File: src/rtl/mmbt_pkg.sv
// Package for the pointer tracking block: kinds, register indexes, states,
// and constants for reset, alignment, events and unit widths. No dependencies.
`timescale 1ns / 1ps
`default_nettype none
package mmbt_pkg;

   typedef enum logic [2:0] {
      KIND_PACKET   = 3'd0,
      KIND_READ_POS = 3'd1,
      KIND_SET_POS  = 3'd2,
      KIND_PRESS    = 3'd3,
      KIND_RELEASE  = 3'd4,
      KIND_MOTION   = 3'd5,
      KIND_RESET    = 3'd6,
      KIND_NONE     = 3'd7
   } kind_type;

   typedef enum logic [2:0] {
      REG_MIN_X  = 3'd0,
      REG_MAX_X  = 3'd1,
      REG_MIN_Y  = 3'd2,
      REG_MAX_Y  = 3'd3,
      REG_WIDTH  = 3'd4,
      REG_HEIGHT = 3'd5,
      REG_TEXT   = 3'd6,
      REG_SPARE  = 3'd7
   } reg_index_type;

   typedef enum logic [2:0] {
      ST_IDLE,
      ST_MUL_X,
      ST_DIV_X,
      ST_MUL_Y,
      ST_DIV_Y,
      ST_DONE
   } state_type;

   localparam logic [15:0] MAX_X_RESET  = 16'd639;
   localparam logic [15:0] MAX_Y_RESET  = 16'd199;
   localparam logic [11:0] WIDTH_RESET  = 12'd80;
   localparam logic [11:0] HEIGHT_RESET = 12'd25;
   localparam logic [15:0] ALIGN_BITS   = 16'h0007;
   localparam logic [6:0]  MOVED_EVENT  = 7'h01;
   // Operand and counter widths of the serial scaling unit.
   localparam int unsigned PROD_W = 33;
   localparam int unsigned DIV_W  = 17;
   localparam int unsigned CNT_W  = 6;

endpackage
`default_nettype wire

File: src/rtl/mouse_motion_button_tracker_top.sv
// Top level of the pointer tracking block: state, handshakes and a bit-serial
// multiply and divide unit for coordinate scaling. Uses mmbt_pkg.
// Words without scaling: the result is registered and valid in the cycle after acceptance.
// Scaled words: x then y each go through a shift-add multiply and a restoring divide,
// then ST_DONE sets the result. No word is accepted while busy or a result waits.
// Reset is synchronous and active high; it restores all but the payload registers.
`timescale 1ns / 1ps
`default_nettype none
module mouse_motion_button_tracker_top #(
   parameter int unsigned BUTTON_COUNT = 3
) (
   input  wire logic        clock,
   input  wire logic        reset,
   input  wire logic        req_valid,
   output logic             req_ready,
   input  wire logic [2:0]  req_kind,
   input  wire logic [7:0]  req_packet_flags,
   input  wire logic [7:0]  req_delta_x_byte,
   input  wire logic [7:0]  req_delta_y_byte,
   input  wire logic [15:0] req_pos_x,
   input  wire logic [15:0] req_pos_y,
   input  wire logic [2:0]  req_button_bits,
   input  wire logic [1:0]  req_button_index,
   output logic             rsp_valid,
   input  wire logic        rsp_ready,
   output logic [6:0]       rsp_event_mask,
   output logic [2:0]       rsp_report_buttons,
   output logic [15:0]      rsp_report_x,
   output logic [15:0]      rsp_report_y,
   output logic [15:0]      rsp_report_count,
   output logic signed [15:0] rsp_motion_x,
   output logic signed [15:0] rsp_motion_y,
   output logic             rsp_bad_index,
   input  wire logic        csr_valid,
   output logic             csr_ready,
   input  wire logic [2:0]  csr_index,
   input  wire logic [15:0] csr_data
);

   localparam int unsigned PW = mmbt_pkg::PROD_W;
   localparam int unsigned DW = mmbt_pkg::DIV_W;
   localparam int unsigned CW = mmbt_pkg::CNT_W;

   // Configuration registers.
   logic [15:0] min_x_ff, max_x_ff, min_y_ff, max_y_ff;
   logic [11:0] width_ff, height_ff;
   logic        text_ff;
   // Tracking state.
   logic [15:0] cur_x_ff, cur_y_ff, hmot_ff, vmot_ff;
   logic [2:0]  held_ff;
   logic [15:0] pcnt_ff [3];
   logic [15:0] rcnt_ff [3];
   logic [31:0] pspot_ff [3];
   logic [31:0] rspot_ff [3];

   // Work registers.
   mmbt_pkg::state_type state_ff, state_in;
   logic        to_screen_ff;          // direction of scaling
   logic [15:0] src_y_ff;              // pending y operand
   logic [15:0] lo_y_ff;
   logic [PW-1:0] acc_ff;              // running product
   logic [DW-1:0] mcand_ff;            // multiplicand: shifts out low bit
   logic [PW-1:0] madd_ff;             // shifted addend
   logic [DW-1:0] divisor_ff;
   logic [PW-1:0] quot_ff;
   logic [DW-1:0] rem_ff;
   logic [CW-1:0] cnt_ff;
   logic [15:0]   base_ff;             // added to the quotient (virtual min)

   // Result register.
   logic        rv_ff;
   logic [6:0]  ev_ff;
   logic [2:0]  rb_ff;
   logic [15:0] rx_ff, ry_ff, rc_ff, mx_ff, my_ff;
   logic        bad_ff;

   // Result fields and unit operands for the word being accepted.
   logic [6:0]    ev_in;
   logic [2:0]    rb_in;
   logic [15:0]   rc_in, mx_in, my_in;
   logic          bad_in;
   logic [DW-1:0] mcand_in;
   logic [15:0]   src_y_in;
   logic          start_unit;

   mmbt_pkg::kind_type kind;
   assign kind = mmbt_pkg::kind_type'(req_kind);

   assign req_ready = (state_ff == mmbt_pkg::ST_IDLE) && !rv_ff;
   assign csr_ready = 1'b1;
   wire take = req_valid && req_ready;

   assign rsp_valid          = rv_ff;
   assign rsp_event_mask     = ev_ff;
   assign rsp_report_buttons = rb_ff;
   assign rsp_report_x       = rx_ff;
   assign rsp_report_y       = ry_ff;
   assign rsp_report_count   = rc_ff;
   assign rsp_motion_x       = mx_ff;
   assign rsp_motion_y       = my_ff;
   assign rsp_bad_index      = bad_ff;

   // Span and resolution for each axis.
   function automatic logic [DW-1:0] span_f(input logic [15:0] lo, input logic [15:0] hi);
      logic [DW-1:0] s;
      s = (hi >= lo) ? ({1'b0, hi} - {1'b0, lo} + 17'd1) : 17'd1;
      return s;
   endfunction

   function automatic logic [DW-1:0] res_f(input logic [11:0] sz, input logic txt);
      logic [DW-1:0] r;
      r = txt ? {2'b00, sz, 3'b000} : {5'd0, sz};
      return (r == '0) ? 17'd1 : r;
   endfunction

   wire [DW-1:0] span_x = span_f(min_x_ff, max_x_ff);
   wire [DW-1:0] span_y = span_f(min_y_ff, max_y_ff);
   wire [DW-1:0] res_x  = res_f(width_ff, text_ff);
   wire [DW-1:0] res_y  = res_f(height_ff, text_ff);

   wire [1:0] idx = req_button_index;
   wire idx_bad = ({30'd0, idx} >= BUTTON_COUNT) || (idx == 2'd3);
   wire [15:0] dx = {{8{req_packet_flags[4]}}, req_delta_x_byte};
   wire [15:0] dy = {{8{req_packet_flags[5]}}, req_delta_y_byte};

   // Restoring divide step: one quotient bit a cycle.
   wire [DW:0]   rem_sh  = {rem_ff, quot_ff[PW-1]};
   wire          rem_ge  = rem_sh >= {1'b0, divisor_ff};
   wire [DW:0]   rem_nx  = rem_ge ? rem_sh - {1'b0, divisor_ff} : rem_sh;
   wire [PW-1:0] quot_nx = {quot_ff[PW-2:0], rem_ge};
   wire [15:0]   scaled  = base_ff + quot_nx[15:0];

   // Result fields of the offered word and whether it needs the scaling unit.
   always_comb begin
      ev_in = '0; rb_in = '0; rc_in = '0; mx_in = '0; my_in = '0; bad_in = 1'b0;
      mcand_in = '0; src_y_in = '0; start_unit = 1'b0;
      unique case (kind)
         mmbt_pkg::KIND_PACKET: begin
            ev_in = mmbt_pkg::MOVED_EVENT;
            for (int i = 0; i < 3; i++) begin
               if (i < BUTTON_COUNT) begin
                  if (req_button_bits[i] && !held_ff[i]) ev_in[2*i+1] = 1'b1;
                  else if (!req_button_bits[i] && held_ff[i]) ev_in[2*i+2] = 1'b1;
               end
            end
            rb_in = req_button_bits;
            mcand_in = {1'b0, req_pos_x};
            src_y_in = req_pos_y;
            start_unit = 1'b1;
         end
         mmbt_pkg::KIND_READ_POS: begin
            rb_in = held_ff;
            mcand_in = {1'b0, cur_x_ff};
            src_y_in = cur_y_ff;
            start_unit = 1'b1;
         end
         mmbt_pkg::KIND_SET_POS: begin
            mcand_in = (req_pos_x >= min_x_ff) ? {1'b0, req_pos_x - min_x_ff} : '0;
            src_y_in = (req_pos_y >= min_y_ff) ? req_pos_y - min_y_ff : '0;
            start_unit = 1'b1;
         end
         mmbt_pkg::KIND_PRESS: begin
            rb_in = held_ff;
            bad_in = idx_bad;
            if (!idx_bad) begin
               rc_in = pcnt_ff[idx];
               mcand_in = {1'b0, pspot_ff[idx][15:0]};
               src_y_in = pspot_ff[idx][31:16];
               start_unit = 1'b1;
            end
         end
         mmbt_pkg::KIND_RELEASE: begin
            rb_in = held_ff;
            bad_in = idx_bad;
            if (!idx_bad) begin
               rc_in = rcnt_ff[idx];
               mcand_in = {1'b0, rspot_ff[idx][15:0]};
               src_y_in = rspot_ff[idx][31:16];
               start_unit = 1'b1;
            end
         end
         mmbt_pkg::KIND_MOTION: begin
            mx_in = hmot_ff; my_in = vmot_ff;
         end
         mmbt_pkg::KIND_RESET: rc_in = 16'(BUTTON_COUNT);
         default: ;
      endcase
   end

   // Next state of the sequencer.
   always_comb begin
      state_in = state_ff;
      unique case (state_ff)
         mmbt_pkg::ST_IDLE:  if (take && start_unit) state_in = mmbt_pkg::ST_MUL_X;
         mmbt_pkg::ST_MUL_X: if (cnt_ff == CW'(DW - 1)) state_in = mmbt_pkg::ST_DIV_X;
         mmbt_pkg::ST_DIV_X: if (cnt_ff == CW'(PW - 1)) state_in = mmbt_pkg::ST_MUL_Y;
         mmbt_pkg::ST_MUL_Y: if (cnt_ff == CW'(DW - 1)) state_in = mmbt_pkg::ST_DIV_Y;
         mmbt_pkg::ST_DIV_Y: if (cnt_ff == CW'(PW - 1)) state_in = mmbt_pkg::ST_DONE;
         mmbt_pkg::ST_DONE:  state_in = mmbt_pkg::ST_IDLE;
         default:            state_in = mmbt_pkg::ST_IDLE;
      endcase
   end

   // Main datapath and state.
   always_ff @(posedge clock) begin
      if (reset) begin
         min_x_ff <= '0; max_x_ff <= mmbt_pkg::MAX_X_RESET;
         min_y_ff <= '0; max_y_ff <= mmbt_pkg::MAX_Y_RESET;
         width_ff <= mmbt_pkg::WIDTH_RESET; height_ff <= mmbt_pkg::HEIGHT_RESET;
         text_ff <= 1'b1;
         cur_x_ff <= '0; cur_y_ff <= '0; hmot_ff <= '0; vmot_ff <= '0;
         held_ff <= '0;
         for (int i = 0; i < 3; i++) begin
            pcnt_ff[i] <= '0; rcnt_ff[i] <= '0;
            pspot_ff[i] <= '0; rspot_ff[i] <= '0;
         end
         state_ff <= mmbt_pkg::ST_IDLE;
         rv_ff <= 1'b0;
         cnt_ff <= '0;
      end else begin
         state_ff <= state_in;

         // Result valid: set by a word without scaling or at the end of the unit.
         priority if (take && !start_unit) rv_ff <= 1'b1;
         else if (state_ff == mmbt_pkg::ST_DONE) rv_ff <= 1'b1;
         else if (rv_ff && rsp_ready) rv_ff <= 1'b0;

         // Configuration words.
         if (csr_valid) begin
            unique case (mmbt_pkg::reg_index_type'(csr_index))
               mmbt_pkg::REG_MIN_X:  min_x_ff <= text_ff ? csr_data & ~mmbt_pkg::ALIGN_BITS
                                                         : csr_data;
               mmbt_pkg::REG_MAX_X:  max_x_ff <= text_ff ? csr_data | mmbt_pkg::ALIGN_BITS
                                                         : csr_data;
               mmbt_pkg::REG_MIN_Y:  min_y_ff <= text_ff ? csr_data & ~mmbt_pkg::ALIGN_BITS
                                                         : csr_data;
               mmbt_pkg::REG_MAX_Y:  max_y_ff <= text_ff ? csr_data | mmbt_pkg::ALIGN_BITS
                                                         : csr_data;
               mmbt_pkg::REG_WIDTH:  width_ff <= csr_data[11:0];
               mmbt_pkg::REG_HEIGHT: height_ff <= csr_data[11:0];
               mmbt_pkg::REG_TEXT:   text_ff <= csr_data[0];
               mmbt_pkg::REG_SPARE:  ;
               default: ;
            endcase
         end

         // Counter steps for the serial unit; it rests at zero when idle.
         if (state_ff == mmbt_pkg::ST_MUL_X || state_ff == mmbt_pkg::ST_MUL_Y) begin
            cnt_ff <= (cnt_ff == CW'(DW - 1)) ? '0 : cnt_ff + CW'(1);
         end else if (state_ff == mmbt_pkg::ST_DIV_X || state_ff == mmbt_pkg::ST_DIV_Y) begin
            cnt_ff <= (cnt_ff == CW'(PW - 1)) ? '0 : cnt_ff + CW'(1);
         end

         // Set position stores the screen coordinates that the unit gives.
         if (state_ff == mmbt_pkg::ST_DIV_Y && cnt_ff == CW'(PW - 1) && to_screen_ff) begin
            cur_y_ff <= quot_nx[15:0];
         end
         if (state_ff == mmbt_pkg::ST_DIV_X && cnt_ff == CW'(PW - 1) && to_screen_ff) begin
            cur_x_ff <= quot_nx[15:0];
         end

         // Item acceptance.
         if (take) begin
            unique case (kind)
               mmbt_pkg::KIND_PACKET: begin
                  hmot_ff <= hmot_ff + dx;
                  vmot_ff <= vmot_ff + dy;
                  cur_x_ff <= req_pos_x; cur_y_ff <= req_pos_y;
                  for (int i = 0; i < 3; i++) begin
                     if (i < BUTTON_COUNT) begin
                        if (req_button_bits[i] && !held_ff[i]) begin
                           pcnt_ff[i] <= pcnt_ff[i] + 16'd1;
                           pspot_ff[i] <= {req_pos_y, req_pos_x};
                        end else if (!req_button_bits[i] && held_ff[i]) begin
                           rcnt_ff[i] <= rcnt_ff[i] + 16'd1;
                           rspot_ff[i] <= {req_pos_y, req_pos_x};
                        end
                     end
                  end
                  held_ff <= req_button_bits;
               end
               mmbt_pkg::KIND_PRESS:
                  if (!idx_bad) pcnt_ff[idx] <= '0;
               mmbt_pkg::KIND_RELEASE:
                  if (!idx_bad) rcnt_ff[idx] <= '0;
               mmbt_pkg::KIND_MOTION: begin
                  hmot_ff <= '0; vmot_ff <= '0;
               end
               mmbt_pkg::KIND_RESET: begin
                  held_ff <= '0;
                  hmot_ff <= '0; vmot_ff <= '0;
                  min_x_ff <= '0; max_x_ff <= mmbt_pkg::MAX_X_RESET;
                  min_y_ff <= '0; max_y_ff <= mmbt_pkg::MAX_Y_RESET;
                  for (int i = 0; i < 3; i++) begin
                     pcnt_ff[i] <= '0; rcnt_ff[i] <= '0;
                  end
               end
               default: ;
            endcase
         end
      end
   end

   // Payload registers of the serial unit and the result word.
   always_ff @(posedge clock) begin
      if (take) begin
         ev_ff  <= ev_in; rb_ff <= rb_in; rx_ff <= '0; ry_ff <= '0; rc_ff <= rc_in;
         mx_ff  <= mx_in; my_ff <= my_in; bad_ff <= bad_in;
         to_screen_ff <= (kind == mmbt_pkg::KIND_SET_POS);
         acc_ff <= '0;
         mcand_ff <= mcand_in;
         src_y_ff <= src_y_in;
         // Multiplier and divisor per direction.
         madd_ff <= PW'(kind == mmbt_pkg::KIND_SET_POS ? res_x : span_x);
         divisor_ff <= (kind == mmbt_pkg::KIND_SET_POS) ? span_x : res_x;
         base_ff <= min_x_ff;
         lo_y_ff <= min_y_ff;
      end else begin
         unique case (state_ff)
            mmbt_pkg::ST_MUL_X, mmbt_pkg::ST_MUL_Y: begin
               // Shift-add: one multiplicand bit a cycle.
               if (mcand_ff[0]) acc_ff <= acc_ff + madd_ff;
               mcand_ff <= mcand_ff >> 1;
               madd_ff <= madd_ff << 1;
               if (cnt_ff == CW'(DW - 1)) begin
                  quot_ff <= mcand_ff[0] ? acc_ff + madd_ff : acc_ff;
                  rem_ff <= '0;
               end
            end
            mmbt_pkg::ST_DIV_X, mmbt_pkg::ST_DIV_Y: begin
               quot_ff <= quot_nx;
               rem_ff <= rem_nx[DW-1:0];
               if (cnt_ff == CW'(PW - 1)) begin
                  if (state_ff == mmbt_pkg::ST_DIV_X) begin
                     // Post x and load the y operands.
                     if (!to_screen_ff) rx_ff <= scaled;
                     acc_ff <= '0;
                     mcand_ff <= {1'b0, src_y_ff};
                     madd_ff <= PW'(to_screen_ff ? res_y : span_y);
                     divisor_ff <= to_screen_ff ? span_y : res_y;
                     base_ff <= lo_y_ff;
                  end else if (!to_screen_ff) begin
                     ry_ff <= scaled;
                  end
               end
            end
            default: ;
         endcase
      end
   end

   // Checks on the sequencer and result register.
   property p_no_take_busy;
      @(posedge clock) disable iff (reset)
         (state_ff != mmbt_pkg::ST_IDLE) |-> !rv_ff;
   endproperty
   a_no_take_busy: assert property (p_no_take_busy) else $error("result while busy");

   property p_done_gives;
      @(posedge clock) disable iff (reset)
         (state_ff == mmbt_pkg::ST_DONE) |=> rv_ff;
   endproperty
   a_done_gives: assert property (p_done_gives) else $error("done without result");

   property p_hold;
      @(posedge clock) disable iff (reset)
         (rv_ff && !rsp_ready) |=> rv_ff && $stable(rx_ff) && $stable(rc_ff);
   endproperty
   a_hold: assert property (p_hold) else $error("result changed while stalled");

endmodule
`default_nettype wire

File: config.mk
export PLATFORM = sky130hd
export DESIGN_NAME = mouse_motion_button_tracker_top
export DESIGN_NICKNAME = d
export VERILOG_FILES = /design/src/rtl/mmbt_pkg.sv /design/src/rtl/mouse_motion_button_tracker_top.sv
export SDC_FILE = /design/constraint.sdc
export NUM_CORES = 2
export LEC_CHECK = 0
export BUFFER_PORTS_ARGS = -buffer_cell sky130_fd_sc_hd__buf_2
export CORE_MARGIN = 2
export CORE_UTILIZATION = 43
export DETAILED_ROUTE_END_ITERATION = 8
export SKIP_CTS_REPAIR_TIMING = 1
export SKIP_LAST_GASP = 1
export SLEW_MARGIN = 30
export SYNTH_ARGS = -nofsm -noshare
export SYNTH_HDL_FRONTEND = slang
export SYNTH_SLANG_ARGS = --single-unit
File: constraint.sdc
create_clock -name clock -period 11.1 [get_ports clock]
set_input_delay 0.555 -clock clock [delete_from_list [all_inputs] [get_ports clock]]
set_output_delay 0.555 -clock clock [all_outputs]
set_load 0.1 [all_outputs]
==> out/summary.txt <==
FLOORPLANNING
--------------------------------------------------------------------------------
Initial Utilization                                                       0.4343
Die Ht                                                                  308.3 um
Floorplan Core Area                                                   91660 um^2
Row count                                                                    111
Total Die Area                                                        95020 um^2
I/O Pins                                                                     182
Horizontal die dimension                                                308.3 um

WORST HOLD PATH
--------------------------------------------------------------------------------
Worst min-delay path endpoint                                        width_ff[1]
Worst hold-check path type                                          primary input to register
Hold Path Origin                                                     csr_data[1]
Number of cells traversed by the worst hold path                               3

FINAL LAYOUT
--------------------------------------------------------------------------------
Layout-stage area growth over the synthesis result                        12.54%
Commonest non-fill, non-tap cell in the layout                           nand2_1
Top library cells by usage in the layout, fill and taps aside       nand2_1, edfxtp_1, nor2_1
Fillers                                                                     8599
Register cell area after layout                                       19040 um^2
Fraction of the core area covered by cells at the end of the flow         0.4887
Ratio of cells with drive above 1 in the final layout                     0.1014
Final nets                                                                  4530
Multi-input combinational cell area                                   19560 um^2

DETAILED ROUTING
--------------------------------------------------------------------------------
1st-iter DRT viols                                                          2792
Number of vias in the routed layout                                        31066
Remaining routing DRC violations                                               0
Total iterations of the first detailed-routing run                             8
Post-DR vias/cell                                                          5.668
Antenna-violating nets left                                                    0
Routed wire per std cell                                                20.90 um
Wire length after detailed routing                                     114500 um

CLOCK TREE
--------------------------------------------------------------------------------
Clock tree root buffer cell                                            clkbuf_16
Total CTS buffers                                                             86
Maximum clock path buffer count                                                3
Clock tree from TritonCTS                                                    yes
Clock Sinks                                                                  743
Clock insertion delay at the later pin of the skew report                0.66 ns
H-tree Lvls                                                                    3
CTS clk-pin slew, worst paths                                            0.06 ns

TIMING
--------------------------------------------------------------------------------
Worst slew pin tran                                                    0.9049 ns
Period minus WS final                                                   4.697 ns
Final hold viol count                                                          0
Setup tns final                                                             0 ns
Pins over their slew limit                                                     0
Maximum clock frequency                                               0.2129 GHz
Final setup violating endpoints                                                0
Worst slew slack as a fraction of its limit                               0.3935
Worst Clk Skew                                                        0.03449 ns
Setup repair after global routing missed its margin                        false
Hold WS                                                                0.1976 ns
Final worst path period share                                             0.4232

SYNTH
--------------------------------------------------------------------------------
Fraction of synthesized cell area in xor and xnor cells                  0.04467
Area leader, netlist                                                    edfxtp_1
Share of synthesized area occupied by flip-flops and latches              0.4783
Main combinational cell family by area after synthesis              compound AO/OA/AOI/OAI gates
Share of the synthesized area in compound gates (AO/OA/AOI/OAI)           0.1624
Area fraction in and, or, nand and nor cells after synthesis              0.1612
Fraction of synthesized cell area taken by the top area cell type         0.3138
Count of flip-flops with a built-in enable after synthesis                   416
Yosys warnings                                                                 0
Post-synthesis mux area share                                            0.04419
Post-Synthesis Cells                                                        4124
Post-synthesis register bit count                                            743
Largest cells by area after synthesis                               edfxtp_1, dfxtp_1, ha_1
Avg Synthesized Cell Area                                             9.652 um^2
Synth async-reset ratio                                                        0
Synthesized cell area                                                 39810 um^2
Adder-Cell Fraction of Synth Area                                        0.07443
Dominant synthesized flop cell                                          edfxtp_1
Distinct cells, synth                                                         95
Syn_nets                                                                    4435

GLOBAL ROUTE
--------------------------------------------------------------------------------
Number of antenna violations at the first check in global routing              8
GRT Total Usage                                                           0.2372
Pin count of the biggest net entering global routing                          80
Wire length of the first global-routing pass                           173800 um
Number of global-route vias before repair                                  28972
Residual overflow from global routing                                          0

POWER AND IR DROP
--------------------------------------------------------------------------------
Net Switching                                                         0.002319 W
Power Dens Cells                                                    172.2 nW/um^2
Logic gate share of total power                                            0.203
Highest ir drop seen on vdd                                            0.1430 mV
Total power draw                                                      0.007716 W
Portion of total power attributed to sequential cells                      0.421
Internal power summed over all cells                                  0.005397 W
Switching share of total power                                            0.3006
Reported leakage power                                                  17.92 nW
Clock share of power                                                       0.376

OUTCOME
--------------------------------------------------------------------------------
Run status                                                          finished, final reports clean

SETUP PATH
--------------------------------------------------------------------------------
Startpoint-to-endpoint class of the critical path                   register to register
Largest fanout on the critical path                                            4
Worst Path Arrival                                                       5.27 ns
Type of destination of the critical path                                register
R2r startpoint                                                       quot_ff[32]
Length in cells of the worst reg-to-reg path                                  20
Nature of the critical path startpoint                                  register
Req. time, crit path                                                    11.67 ns
Reg2Reg Capture Point                                               rsp_report_x[14]
Flop2flop setup slack                                                    6.40 ns

PLACE
--------------------------------------------------------------------------------
Total of buffers placed on input and output ports                            174
RePlAce Congestion                                                        0.8889
Dpl hpwl                                                                79900 um

FLOW RUN
--------------------------------------------------------------------------------
Max Cap Viol                                                                   0

sequential cells by signal, summed over array words and instances (netlist names), 17 cells and up:
| register | cells |
|---|---|
| acc_ff | 33 |
| divisor_ff | 17 |
| madd_ff | 33 |
| pcnt_ff | 48 |
| pspot_ff | 96 |
| quot_ff | 33 |
| rcnt_ff | 48 |
| rem_ff | 17 |
| rspot_ff | 96 |
layout make-up:
type                            count  area share
Sequential cell                   743      0.4250
Tap cell                         1186     0.03313
Inverter                          145     0.01237
Antenna cell                        3   0.0001676
Clock inverter                     32    0.006480
Timing Repair Buffer              222     0.02827
Multi-Input combinational cell   3021      0.4367
Clock buffer                      129     0.05787
cells in the mapped netlist (24+ instances only):
| library cell | number |
|---|---|
| o21ai_0 | 234 |
| inv_1 | 143 |
| and2_1 | 41 |
| xnor2_1 | 106 |
| xor2_1 | 97 |
| or3_1 | 31 |
| nand2b_1 | 35 |
| a31oi_1 | 32 |
| a21o_1 | 55 |
| mux2i_1 | 169 |
| a211oi_1 | 35 |
| nand3_1 | 66 |
| nor2b_1 | 37 |
| a222oi_1 | 24 |
| o22ai_1 | 39 |
| a22oi_1 | 33 |
| nor3_1 | 48 |
| edfxtp_1 | 416 |
| dfxtp_1 | 327 |
| nand2_1 | 528 |
| a21oi_1 | 363 |
| clkbuf_1 | 173 |
| nand4_1 | 31 |
| buf_1 | 29 |
| ha_1 | 200 |
| and3_1 | 113 |
| nor2_1 | 381 |
critical path, cell delays in order (launching register included):
cell	delay, ns
edfxtp_1	0.40
inv_1	0.07
ha_1	0.18
fa_1	0.21
nor2b_1	0.05
o21ai_0	0.19
a21oi_1	0.14
o211ai_1	0.33
a31oi_1	0.19
o21a_1	0.28
ha_1	0.24
fa_1	0.41
a21o_1	0.17
a21oi_1	0.23
nor2b_1	0.07
o21a_1	0.18
o22a_1	0.23
a41o_1	0.27
o41a_1	0.36
and3_1	0.21
nor3_1	0.20
worst max path at each step:
stage,slack [ns],endpoint,start
2_1_floorplan,4.89,lo_y_ff[0],rsp_valid
3_3_place_gp,6.41,rsp_report_y[14],quot_ff[32]
3_5_place_dp,6.49,rsp_report_x[14],quot_ff[32]
4_1_cts,6.37,rsp_report_x[14],quot_ff[32]
5_1_grt,6.01,rsp_report_y[14],quot_ff[32]
6_report,6.40,rsp_report_x[14],quot_ff[32]
power by group through the flow:
stage	Clock [W]	Sequential [W]	Combinational (W)
after floorplan	0	0.00340	0.00104
after global placement	0	0.00330	0.00154
after detailed placement	0	0.00330	0.00156
after CTS	0.00295	0.00325	0.00157
after global routing	0.00305	0.00327	0.00173
final	0.00290	0.00325	0.00157
kinds of logic (layout without fill, tap and decap cells):
| logic type | Yosys count | in the layout |
|---|---|---|
| muxes | 175 | 175 |
| AOI/OAI and AO/OA | 1035 | 1035 |
| adders and majority gates | 223 | 223 |
| buffers and inverters | 360 | 528 |
| DFF | 743 | 743 |
| other | 1 | 4 |
| xor gates and xnor gates | 203 | 203 |
| and+or+nand+nor | 1384 | 1384 |
stage by stage:
stage / std cells / setup WS (ns) / cell area [um^2]
after floorplan: 4124 / 4.889 / 39810
after global placement: 5315 / 6.409 / 41830
after detailed placement: 5317 / 6.486 / 41890
after CTS: 5478 / 6.366 / 44770
after global routing: 5480 / 6.009 / 44790
final: 5481 / 6.403 / 44800
metal layers:
layer | up-vias | share of wire | track usage
li1 | 15112 | - | -
met1 | 14893 | 0.44 | 0.3231
met2 | 868 | 0.46 | 0.3787
met3 | 185 | 0.063 | 0.04796
met4 | 8 | 0.030 | 0.07465
met5 | - | 0.00047 | 0
No activity file was read; power rests on OpenSTA's default activity.
